--- src/rtl/meter_response_decoder_top_assert.svh ---
// Assertion macros shared by the decoder RTL.
`ifndef METER_RESPONSE_DECODER_TOP_ASSERT_SVH
`define METER_RESPONSE_DECODER_TOP_ASSERT_SVH
`ifndef SYNTHESIS
`define MRD_ASSERT_ALWAYS(lbl, c, r, cond, msg) \
  lbl: assert property (@(posedge c) disable iff (r) (cond)) else $error(msg);
`define MRD_ASSERT_SAME(lbl, c, r, ante, cons, msg) \
  lbl: assert property (@(posedge c) disable iff (r) (ante) |-> (cons)) else $error(msg);
`define MRD_ASSERT_NEXT(lbl, c, r, ante, cons, msg) \
  lbl: assert property (@(posedge c) disable iff (r) (ante) |=> (cons)) else $error(msg);
`else
`define MRD_ASSERT_ALWAYS(lbl, c, r, cond, msg)
`define MRD_ASSERT_SAME(lbl, c, r, ante, cons, msg)
`define MRD_ASSERT_NEXT(lbl, c, r, ante, cons, msg)
`endif
`endif

--- src/rtl/mrd_pkg.sv ---
package mrd_pkg;

  localparam int MAX_FRAME_DEFAULT   = 64;
  localparam int QUEUE_DEPTH_DEFAULT = 4;

  localparam int MIN_FRAME   = 13;
  localparam int MIN_SUMMARY = 15;

  localparam logic [7:0] CRC_POLY   = 8'hB5;
  localparam logic [7:0] ESC_BYTE   = 8'hDB;
  localparam logic [7:0] ESC_END    = 8'hDC;
  localparam logic [7:0] ESC_ESC    = 8'hDD;
  localparam logic [7:0] END_BYTE   = 8'hC0;
  localparam logic [7:0] HDR_START  = 8'h48;
  localparam logic [7:0] CMD_GROUP  = 8'h01;
  localparam logic [7:0] CMD_POWER  = 8'h32;
  localparam logic [7:0] CMD_SUMARY = 8'h31;
  localparam int         POWER_SCALE = 10;

  // positions of unstuffed bytes in the frame
  localparam int POS_HDR    = 1;
  localparam int POS_ZERO_A = 2;
  localparam int POS_ZERO_B = 3;
  localparam int POS_ADDR_L = 4;
  localparam int POS_ADDR_H = 5;
  localparam int POS_CMD_A  = 7;
  localparam int POS_CMD_B  = 8;
  localparam int POS_VAL_0  = 9;
  localparam int POS_VAL_1  = 10;
  localparam int POS_VAL_2  = 11;
  localparam int POS_VAL_3  = 12;
  localparam int CRC_START  = 3;

  typedef enum logic [0:0] {
    REG_ADDR_LOW  = 1'b0,
    REG_ADDR_HIGH = 1'b1
  } cfg_reg_t;

  typedef enum logic [2:0] {
    KIND_FORMAT  = 3'd0,
    KIND_CRC     = 3'd1,
    KIND_HEADER  = 3'd2,
    KIND_UNKNOWN = 3'd3,
    KIND_POWER   = 3'd4,
    KIND_SUMMARY = 3'd5
  } result_kind_t;

  typedef struct packed {
    result_kind_t kind;
    logic [31:0]  value;
  } verdict_t;

  function automatic logic [7:0] crc_fold(input logic [7:0] crc, input logic [7:0] b);
    logic [7:0] c;
    c = crc ^ b;
    for (int k = 0; k < 8; k++) begin
      if (c[7]) begin
        c = {c[6:0], 1'b0} ^ CRC_POLY;
      end else begin
        c = {c[6:0], 1'b0};
      end
    end
    return c;
  endfunction

endpackage

--- src/rtl/mrd_front.sv ---
`include "meter_response_decoder_top_assert.svh"

module mrd_front #(
  parameter int MAX_FRAME = mrd_pkg::MAX_FRAME_DEFAULT
) (
  input  logic              clk,
  input  logic              rst,
  input  logic              cfg_wr_en,
  input  logic [0:0]        cfg_index,
  input  logic [7:0]        cfg_data,
  input  logic              accept,
  input  logic [7:0]        rx_byte,
  input  logic              frame_end,
  output logic              q_push,
  output mrd_pkg::verdict_t q_data
);

  localparam int POS_W = $clog2(MAX_FRAME + 2);

  logic [7:0]       addr_low;
  logic [7:0]       addr_high;
  logic [POS_W-1:0] pos, pos_next;
  logic             esc, esc_next;
  logic             fmt_bad, fmt_bad_next;
  logic             hdr_good, hdr_good_next;
  logic [7:0]       crc, crc_next;
  logic [7:0]       lag0, lag0_next;
  logic [7:0]       lag1, lag1_next;
  logic [1:0][7:0]  cmd, cmd_next;
  logic [3:0][7:0]  val, val_next;
  logic             take;
  logic [7:0]       tb;

  always_comb begin
    pos_next      = pos;
    esc_next      = esc;
    fmt_bad_next  = fmt_bad;
    hdr_good_next = hdr_good;
    crc_next      = crc;
    lag0_next     = lag0;
    lag1_next     = lag1;
    cmd_next      = cmd;
    val_next      = val;
    take          = 1'b0;
    tb            = rx_byte;

    if (esc) begin
      esc_next = 1'b0;
      if (rx_byte == mrd_pkg::ESC_END) begin
        take = 1'b1;
        tb   = mrd_pkg::END_BYTE;
      end else if (rx_byte == mrd_pkg::ESC_ESC) begin
        take = 1'b1;
        tb   = mrd_pkg::ESC_BYTE;
      end else begin
        fmt_bad_next = 1'b1;
      end
    end else if (rx_byte == mrd_pkg::ESC_BYTE) begin
      esc_next = 1'b1;
    end else begin
      take = 1'b1;
    end

    if (take) begin
      if (pos >= POS_W'(mrd_pkg::CRC_START)) begin
        crc_next = mrd_pkg::crc_fold(crc, lag1);
      end
      lag1_next = lag0;
      lag0_next = tb;
      unique case (pos)
        POS_W'(mrd_pkg::POS_HDR): begin
          if (tb != mrd_pkg::HDR_START) hdr_good_next = 1'b0;
        end
        POS_W'(mrd_pkg::POS_ZERO_A), POS_W'(mrd_pkg::POS_ZERO_B): begin
          if (tb != 8'h00) hdr_good_next = 1'b0;
        end
        POS_W'(mrd_pkg::POS_ADDR_L): begin
          if (tb != addr_low) hdr_good_next = 1'b0;
        end
        POS_W'(mrd_pkg::POS_ADDR_H): begin
          if (tb != addr_high) hdr_good_next = 1'b0;
        end
        POS_W'(mrd_pkg::POS_CMD_A): cmd_next[0] = tb;
        POS_W'(mrd_pkg::POS_CMD_B): cmd_next[1] = tb;
        POS_W'(mrd_pkg::POS_VAL_0): val_next[0] = tb;
        POS_W'(mrd_pkg::POS_VAL_1): val_next[1] = tb;
        POS_W'(mrd_pkg::POS_VAL_2): val_next[2] = tb;
        POS_W'(mrd_pkg::POS_VAL_3): val_next[3] = tb;
        default: ;
      endcase
      if (pos <= POS_W'(MAX_FRAME)) begin
        pos_next = pos + POS_W'(1);
      end
    end
  end

  // classification on the frame's last byte
  always_comb begin
    q_data.value = val_next;
    priority if (fmt_bad_next || esc_next || pos_next < POS_W'(mrd_pkg::MIN_FRAME) ||
                 pos_next > POS_W'(MAX_FRAME)) begin
      q_data.kind = mrd_pkg::KIND_FORMAT;
    end else if (lag1_next != crc_next) begin
      q_data.kind = mrd_pkg::KIND_CRC;
    end else if (!hdr_good_next) begin
      q_data.kind = mrd_pkg::KIND_HEADER;
    end else if (cmd_next[0] == mrd_pkg::CMD_GROUP && cmd_next[1] == mrd_pkg::CMD_POWER) begin
      q_data.kind = mrd_pkg::KIND_POWER;
    end else if (cmd_next[0] == mrd_pkg::CMD_GROUP && cmd_next[1] == mrd_pkg::CMD_SUMARY) begin
      q_data.kind = (pos_next < POS_W'(mrd_pkg::MIN_SUMMARY)) ? mrd_pkg::KIND_FORMAT
                                                              : mrd_pkg::KIND_SUMMARY;
    end else begin
      q_data.kind = mrd_pkg::KIND_UNKNOWN;
    end
  end

  assign q_push = accept && frame_end;

  always_ff @(posedge clk) begin
    if (rst) begin
      addr_low  <= 8'h00;
      addr_high <= 8'h00;
      pos       <= '0;
      esc       <= 1'b0;
      fmt_bad   <= 1'b0;
      hdr_good  <= 1'b1;
      crc       <= 8'h00;
      lag0      <= 8'h00;
      lag1      <= 8'h00;
      cmd       <= '0;
      val       <= '0;
    end else begin
      if (cfg_wr_en) begin
        unique case (mrd_pkg::cfg_reg_t'(cfg_index))
          mrd_pkg::REG_ADDR_LOW:  addr_low  <= cfg_data;
          mrd_pkg::REG_ADDR_HIGH: addr_high <= cfg_data;
          default: ;
        endcase
      end
      if (accept) begin
        if (frame_end) begin
          pos      <= '0;
          esc      <= 1'b0;
          fmt_bad  <= 1'b0;
          hdr_good <= 1'b1;
          crc      <= 8'h00;
          lag0     <= 8'h00;
          lag1     <= 8'h00;
          cmd      <= '0;
          val      <= '0;
        end else begin
          pos      <= pos_next;
          esc      <= esc_next;
          fmt_bad  <= fmt_bad_next;
          hdr_good <= hdr_good_next;
          crc      <= crc_next;
          lag0     <= lag0_next;
          lag1     <= lag1_next;
          cmd      <= cmd_next;
          val      <= val_next;
        end
      end
    end
  end

  `MRD_ASSERT_ALWAYS(a_pos_sat, clk, rst, pos <= POS_W'(MAX_FRAME + 1), "byte count past saturation")
  `MRD_ASSERT_NEXT(a_frame_clear, clk, rst, accept && frame_end, pos == '0 && !esc && hdr_good, "frame state not cleared")

endmodule

--- src/rtl/mrd_queue.sv ---
`include "meter_response_decoder_top_assert.svh"

module mrd_queue #(
  parameter int DEPTH = mrd_pkg::QUEUE_DEPTH_DEFAULT
) (
  input  logic              clk,
  input  logic              rst,
  input  logic              wr_en,
  input  mrd_pkg::verdict_t wr_data,
  output logic              full,
  input  logic              rd_en,
  output mrd_pkg::verdict_t rd_data,
  output logic              empty
);

  localparam int IDX_W = $clog2(DEPTH);
  localparam int CNT_W = $clog2(DEPTH + 1);

  mrd_pkg::verdict_t mem [DEPTH];
  logic [IDX_W-1:0]  wr_ptr;
  logic [IDX_W-1:0]  rd_ptr;
  logic [CNT_W-1:0]  count;
  logic              do_wr;
  logic              do_rd;

  assign full    = count == CNT_W'(DEPTH);
  assign empty   = count == '0;
  assign do_wr   = wr_en && !full;
  assign do_rd   = rd_en && !empty;
  assign rd_data = mem[rd_ptr];

  always_ff @(posedge clk) begin
    if (do_wr) begin
      mem[wr_ptr] <= wr_data;
    end
  end

  always_ff @(posedge clk) begin
    if (rst) begin
      wr_ptr <= '0;
      rd_ptr <= '0;
      count  <= '0;
    end else begin
      if (do_wr) begin
        wr_ptr <= (wr_ptr == IDX_W'(DEPTH - 1)) ? '0 : wr_ptr + IDX_W'(1);
      end
      if (do_rd) begin
        rd_ptr <= (rd_ptr == IDX_W'(DEPTH - 1)) ? '0 : rd_ptr + IDX_W'(1);
      end
      if (do_wr && !do_rd) begin
        count <= count + CNT_W'(1);
      end else if (do_rd && !do_wr) begin
        count <= count - CNT_W'(1);
      end
    end
  end

  `MRD_ASSERT_ALWAYS(a_count_bound, clk, rst, count <= CNT_W'(DEPTH), "queue count over depth")
  `MRD_ASSERT_NEXT(a_count_up, clk, rst, do_wr && !do_rd, count == $past(count) + CNT_W'(1), "queue count did not grow")

endmodule

--- src/rtl/mrd_back.sv ---
`include "meter_response_decoder_top_assert.svh"

module mrd_back (
  input  logic                  clk,
  input  logic                  rst,
  input  logic                  q_empty,
  input  mrd_pkg::verdict_t     q_data,
  output logic                  q_pop,
  output mrd_pkg::result_kind_t kind,
  output logic [31:0]           reading,
  output logic                  empty,
  input  logic                  pop
);

  logic        out_valid;
  logic        load;
  logic [31:0] reading_next;

  assign load  = !q_empty && (!out_valid || pop);
  assign q_pop = load;
  assign empty = !out_valid;

  always_comb begin
    unique case (q_data.kind)
      mrd_pkg::KIND_POWER:
        reading_next = 32'(q_data.value[15:0]) * 32'(mrd_pkg::POWER_SCALE);
      mrd_pkg::KIND_SUMMARY:
        reading_next = q_data.value;
      default:
        reading_next = 32'h0;
    endcase
  end

  always_ff @(posedge clk) begin
    if (rst) begin
      out_valid <= 1'b0;
      kind      <= mrd_pkg::KIND_FORMAT;
      reading   <= 32'h0;
    end else begin
      if (load) begin
        out_valid <= 1'b1;
        kind      <= q_data.kind;
        reading   <= reading_next;
      end else if (pop) begin
        out_valid <= 1'b0;
      end
    end
  end

  `MRD_ASSERT_SAME(a_zero_reading, clk, rst, out_valid && kind != mrd_pkg::KIND_POWER && kind != mrd_pkg::KIND_SUMMARY, reading == 32'h0, "nonzero reading on error result")

endmodule

--- src/rtl/meter_response_decoder_top.sv ---
// Meter reply decoder. Raw bytes of a SLIP-style stuffed reply frame are pushed one per cycle
// while full is low, with frame_end on the last raw byte. Each frame gives exactly one result
// (result_kind and reading): its verdict is queued on the final byte and moves to the output
// register once it is free. Finished verdicts wait in a QUEUE_DEPTH-entry queue ahead of the
// output register; full rises only when the queue holds that many verdicts with one more
// unread in the output register, and it then holds off all bytes. Meter address bytes are
// written via cfg_wr_en/cfg_index/cfg_data; the user must do so between frames, unenforced.
module meter_response_decoder_top #(
  parameter int MAX_FRAME   = mrd_pkg::MAX_FRAME_DEFAULT,
  parameter int QUEUE_DEPTH = mrd_pkg::QUEUE_DEPTH_DEFAULT
) (
  input  logic        clk,
  input  logic        rst,
  input  logic        cfg_wr_en,
  input  logic [0:0]  cfg_index,
  input  logic [7:0]  cfg_data,
  input  logic        push,
  output logic        full,
  input  logic [7:0]  rx_byte,
  input  logic        frame_end,
  output logic        empty,
  input  logic        pop,
  output logic [2:0]  result_kind,
  output logic [31:0] reading
);

  logic                  accept;
  logic                  q_push;
  logic                  q_full;
  logic                  q_empty;
  logic                  q_pop;
  mrd_pkg::verdict_t     q_wr_data;
  mrd_pkg::verdict_t     q_rd_data;
  mrd_pkg::result_kind_t kind;

  assign full        = q_full;
  assign accept      = push && !q_full;
  assign result_kind = kind;

  mrd_front #(
    .MAX_FRAME (MAX_FRAME)
  ) u_front (
    .clk       (clk),
    .rst       (rst),
    .cfg_wr_en (cfg_wr_en),
    .cfg_index (cfg_index),
    .cfg_data  (cfg_data),
    .accept    (accept),
    .rx_byte   (rx_byte),
    .frame_end (frame_end),
    .q_push    (q_push),
    .q_data    (q_wr_data)
  );

  mrd_queue #(
    .DEPTH (QUEUE_DEPTH)
  ) u_queue (
    .clk     (clk),
    .rst     (rst),
    .wr_en   (q_push),
    .wr_data (q_wr_data),
    .full    (q_full),
    .rd_en   (q_pop),
    .rd_data (q_rd_data),
    .empty   (q_empty)
  );

  mrd_back u_back (
    .clk     (clk),
    .rst     (rst),
    .q_empty (q_empty),
    .q_data  (q_rd_data),
    .q_pop   (q_pop),
    .kind    (kind),
    .reading (reading),
    .empty   (empty),
    .pop     (pop)
  );

endmodule
--- config.mk ---
export PLATFORM = sky130hd
export DESIGN_NAME = meter_response_decoder_top
export DESIGN_NICKNAME = d
export VERILOG_FILES = /design/src/rtl/mrd_pkg.sv /design/src/rtl/mrd_front.sv /design/src/rtl/mrd_queue.sv /design/src/rtl/mrd_back.sv /design/src/rtl/meter_response_decoder_top.sv
export VERILOG_INCLUDE_DIRS = /design/src /design/src/rtl
export SDC_FILE = /design/constraint.sdc
export NUM_CORES = 1
export LEC_CHECK = 0
export BUFFER_PORTS_ARGS = -buffer_cell sky130_fd_sc_hd__buf_2
export CORE_ASPECT_RATIO = 1.5
export CORE_MARGIN = 2
export CORE_UTILIZATION = 55
export CTS_CLUSTER_DIAMETER = 150
export DETAILED_ROUTE_END_ITERATION = 8
export PLACE_DENSITY = 0.78
export SETUP_SLACK_MARGIN = 0.15
export SYNTH_ARGS = -nofsm -noshare
export SYNTH_HDL_FRONTEND = slang
export SYNTH_SLANG_ARGS = --single-unit
--- constraint.sdc ---
create_clock -name clk -period 5.6 [get_ports clk]
set_input_delay 1.4 -clock clk [delete_from_list [all_inputs] [get_ports clk]]
set_output_delay 1.4 -clock clk [all_outputs]
set_load 0.01 [all_outputs]
==> run summary <==
CP Launch Type = flip-flop
Util after Layout = 61.6%
switching portion of total power = 33.0%
Core Rows = 69
synth cell count leaders = 151 x nor2_1, 143 x dfxtp_1, 140 x edfxtp_1
DRC = 0
combinational share of power = 33.1%
critical path's largest stage delay = 850 ps
Crit-path slowest cell = dfxtp_1
Setup Skew = 12.7 ps
initial drt markers = 670
Crit Path Category = reg2reg
drt wl/cell = 20.2 um
worst-path fanout max = 16
fin crit period = 4240 ps
Post-Synthesis Cells = 1113
hold_sp = u_back.kind[2]$_SDFFE_PP0P_
Setup TNS Final = 0 ps
critical path's top delay family = compound AO/OA/AOI/OAI gates
WP data required = 6040 ps
H-Tree Level Count = 1
YS warnings = 0
WP buf/inv = 0
nets = 1209
Max-Cap Viols = 0
antenna-violating nets left = 0
Routability Congestion = 0.878
ANT cells = 0
Post-Layout Cell Count = 1485
Critical Path AT = 4670 ps
sequential share of power = 37.9%
Slew Limit Fails = 0
I/O pin cnt = 60
CP dominant cell by count = ha_1
syn_nets = 1176
CTS resizes = 0
top-count cell post-synth = nor2_1
RSZ-0062 raised after global routing = no
flop2flop setup slack = 1360 ps
Peak Freq = 0.236 GHz
Vias = 9066
first-pass GRT wire length = 46800 um
#FFs+latches synth = 283
Layout area overhead = 10.9%
antenna violations before repair = 0
Initial Utilization = 55.5%
post-synthesis average cell area = 11.8 sq um
Slew @ Worst Pin = 1170 ps
insertion delay to the later sink of the worst-skew pair = 530 ps
status = complete, no violations
maximum VDD drop = 0.255 mV
CTS tree = yes
Core ar. = 23600 sq um
Die ar. = 25100 sq um
Root Buffer = clkbuf_16
Int Pwr = 0.00421 W
cts bufs inserted = 26
GR Util All Layers = 23.9%
Die H = 193 um
Fin. Hold Viols = 0
NetSw = 0.00207 W
drt pass-1 iters = 5
Clk network pwr share = 29.0%
CTS max path bufs = 3
crit path cell chain = mux4_2, ha_1, ha_1, fa_1, a21o_1, a21boi_0, o21ai_0, a2111o_1, a41o_1, a21oi_1, a31oi_1, a311oi_1
post-DP HPWL = 19600 um
vias in the first global route = 8868
Clock transition at path regs = 70 ps
total gr overflow = 0
Clock Sinks = 283
DR vias/cell = 6.11
number of synthesized flops with an enable pin = 140
dominant register cell in the synthesized netlist = dfxtp_1
total power per unit cell area = 433 nW/um^2
Final Cell Area = 14500 sq um
placed inst area = 13600 sq um
count of cell types in the netlist = 85
# port buffers = 59
top cells by area, synth = edfxtp_1 32%, dfxtp_1 22%, mux4_2 6.0%, a22oi_1 5.5%, nor2_1 4.3%
Die X = 130 um
Leak = 5.36 nW
top-area cell type share of the netlist area = 32.1%
fraction of layout cells with a size suffix above 1 = 17.9%
wire length after detailed routing = 30000 um
area leader, netlist = edfxtp_1
sequential area share after synthesis = 54.0%
crit end category = flip-flop
Min-Delay Path Class = reg2reg
fraction of registers with async set or reset after synthesis = 0%
worst relative slew slack = 21.9%
Post-Place Cells = 1437
setup bufs post-CTS = 0
final setup fails = 0
CTS Hold Bufs = 0
largest net degree at the start of global routing = 85
Synth Cell Area = 13100 sq um
final period utilization = 75.7%
==> registers in the layout, summed over array words and instances (netlist names), named ones only <==
name / count
u_front.lag1: 8
u_queue.wr_ptr: 2
u_front.fmt_bad: 1
u_front.crc: 8
u_front.cmd: 16
u_queue.count: 3
u_front.hdr_good: 1
u_front.addr_low: 8
u_back.reading: 32
u_back.kind: 3
u_front.pos: 7
u_queue.mem: 140
u_front.val: 32
u_front.esc: 1
u_queue.rd_ptr: 2
u_front.lag0: 8
u_front.addr_high: 8
u_back.out_valid: 1
==> final timing paths <==
check | to | depth (start not counted)
max | u_back.reading[18]$_SDFFE_PP0P_ | 12
min | u_back.kind[2]$_SDFFE_PP0P_ | 2
max reg2reg | u_back.reading[18]$_SDFFE_PP0P_ | 12
min reg2reg | u_back.kind[2]$_SDFFE_PP0P_ | 2
==> cell usage in the layout, fill, tap and decap left out, types with 24 or more instances in the layout <==
master,instances
mux2_2,37
edfxtp_1,140
buf_2,58
mux4_2,35
dfxtp_1,142
nor2_1,150
ha_1,38
xor2_1,24
a21oi_1,54
nand2_1,49
clkbuf_16,27
a22oi_1,96
xnor2_1,30
==> stage by stage <==
step / worst slack [ps] / power, W / hold slack, ps
CTS: 1360 / 0.00631 / 454
floorplan: 1400 / 0.00399 / 445
global placement: 1230 / 0.00445 / 440
global route: 1120 / 0.00662 / 481
detailed placement: 1100 / 0.00448 / 444
finish: 1360 / 0.00629 / 453
==> power groups by stage <==
stage | clock (W) | combinational (W) | sequential, W
6_report | 0.00182 | 0.00208 | 0.00238
2_1_floorplan | 0 | 0.00158 | 0.00240
3_3_place_gp | 0 | 0.00202 | 0.00242
4_1_cts | 0.00185 | 0.00208 | 0.00238
5_1_grt | 0.00193 | 0.00229 | 0.00240
3_5_place_dp | 0 | 0.00205 | 0.00243
==> worst min-delay path, stage by stage (launching register included) <==
cell     delay (ps)
dfxtp_1         310
nand2_1          50
a21oi_1          50
==> kinds of logic (layout without fill, tap and decap cells) <==
kind of cell	count (synthesis)	count (layout)	share of synthesized area, %
XOR/XNOR	62	62	4.86
flip-flops	283	283	54.0
multiplexers	89	89	10.5
AND/OR/NAND/NOR	313	313	11.3
AO/OA/AOI/OAI	240	240	12.8
adder cells (fa/ha/maj)	40	40	3.94
buffers and inverters	86	139	2.62
==> metal layers <==
| metal | vias up | part of all wire [%] | track usage, % |
|---|---|---|---|
| li1 | 4251 | - | - |
| met5 | - | 0 | 0 |
| met4 | 0 | 2.9 | 8.52 |
| met1 | 4482 | 39 | 28.5 |
| met2 | 272 | 54 | 44.2 |
| met3 | 61 | 4.6 | 2.73 |
==> layout make-up <==
class                           count  area (sq um)
Tap cell                          319           399
Clock buffer                       34           712
Fill cell                        1799          9060
Inverter                           20          75.1
Sequential cell                   283          7070
Clock inverter                     14           166
Timing Repair Buffer               71           400
Multi-Input combinational cell    744          5690
Note: power is estimated with default switching activity, not from simulation.
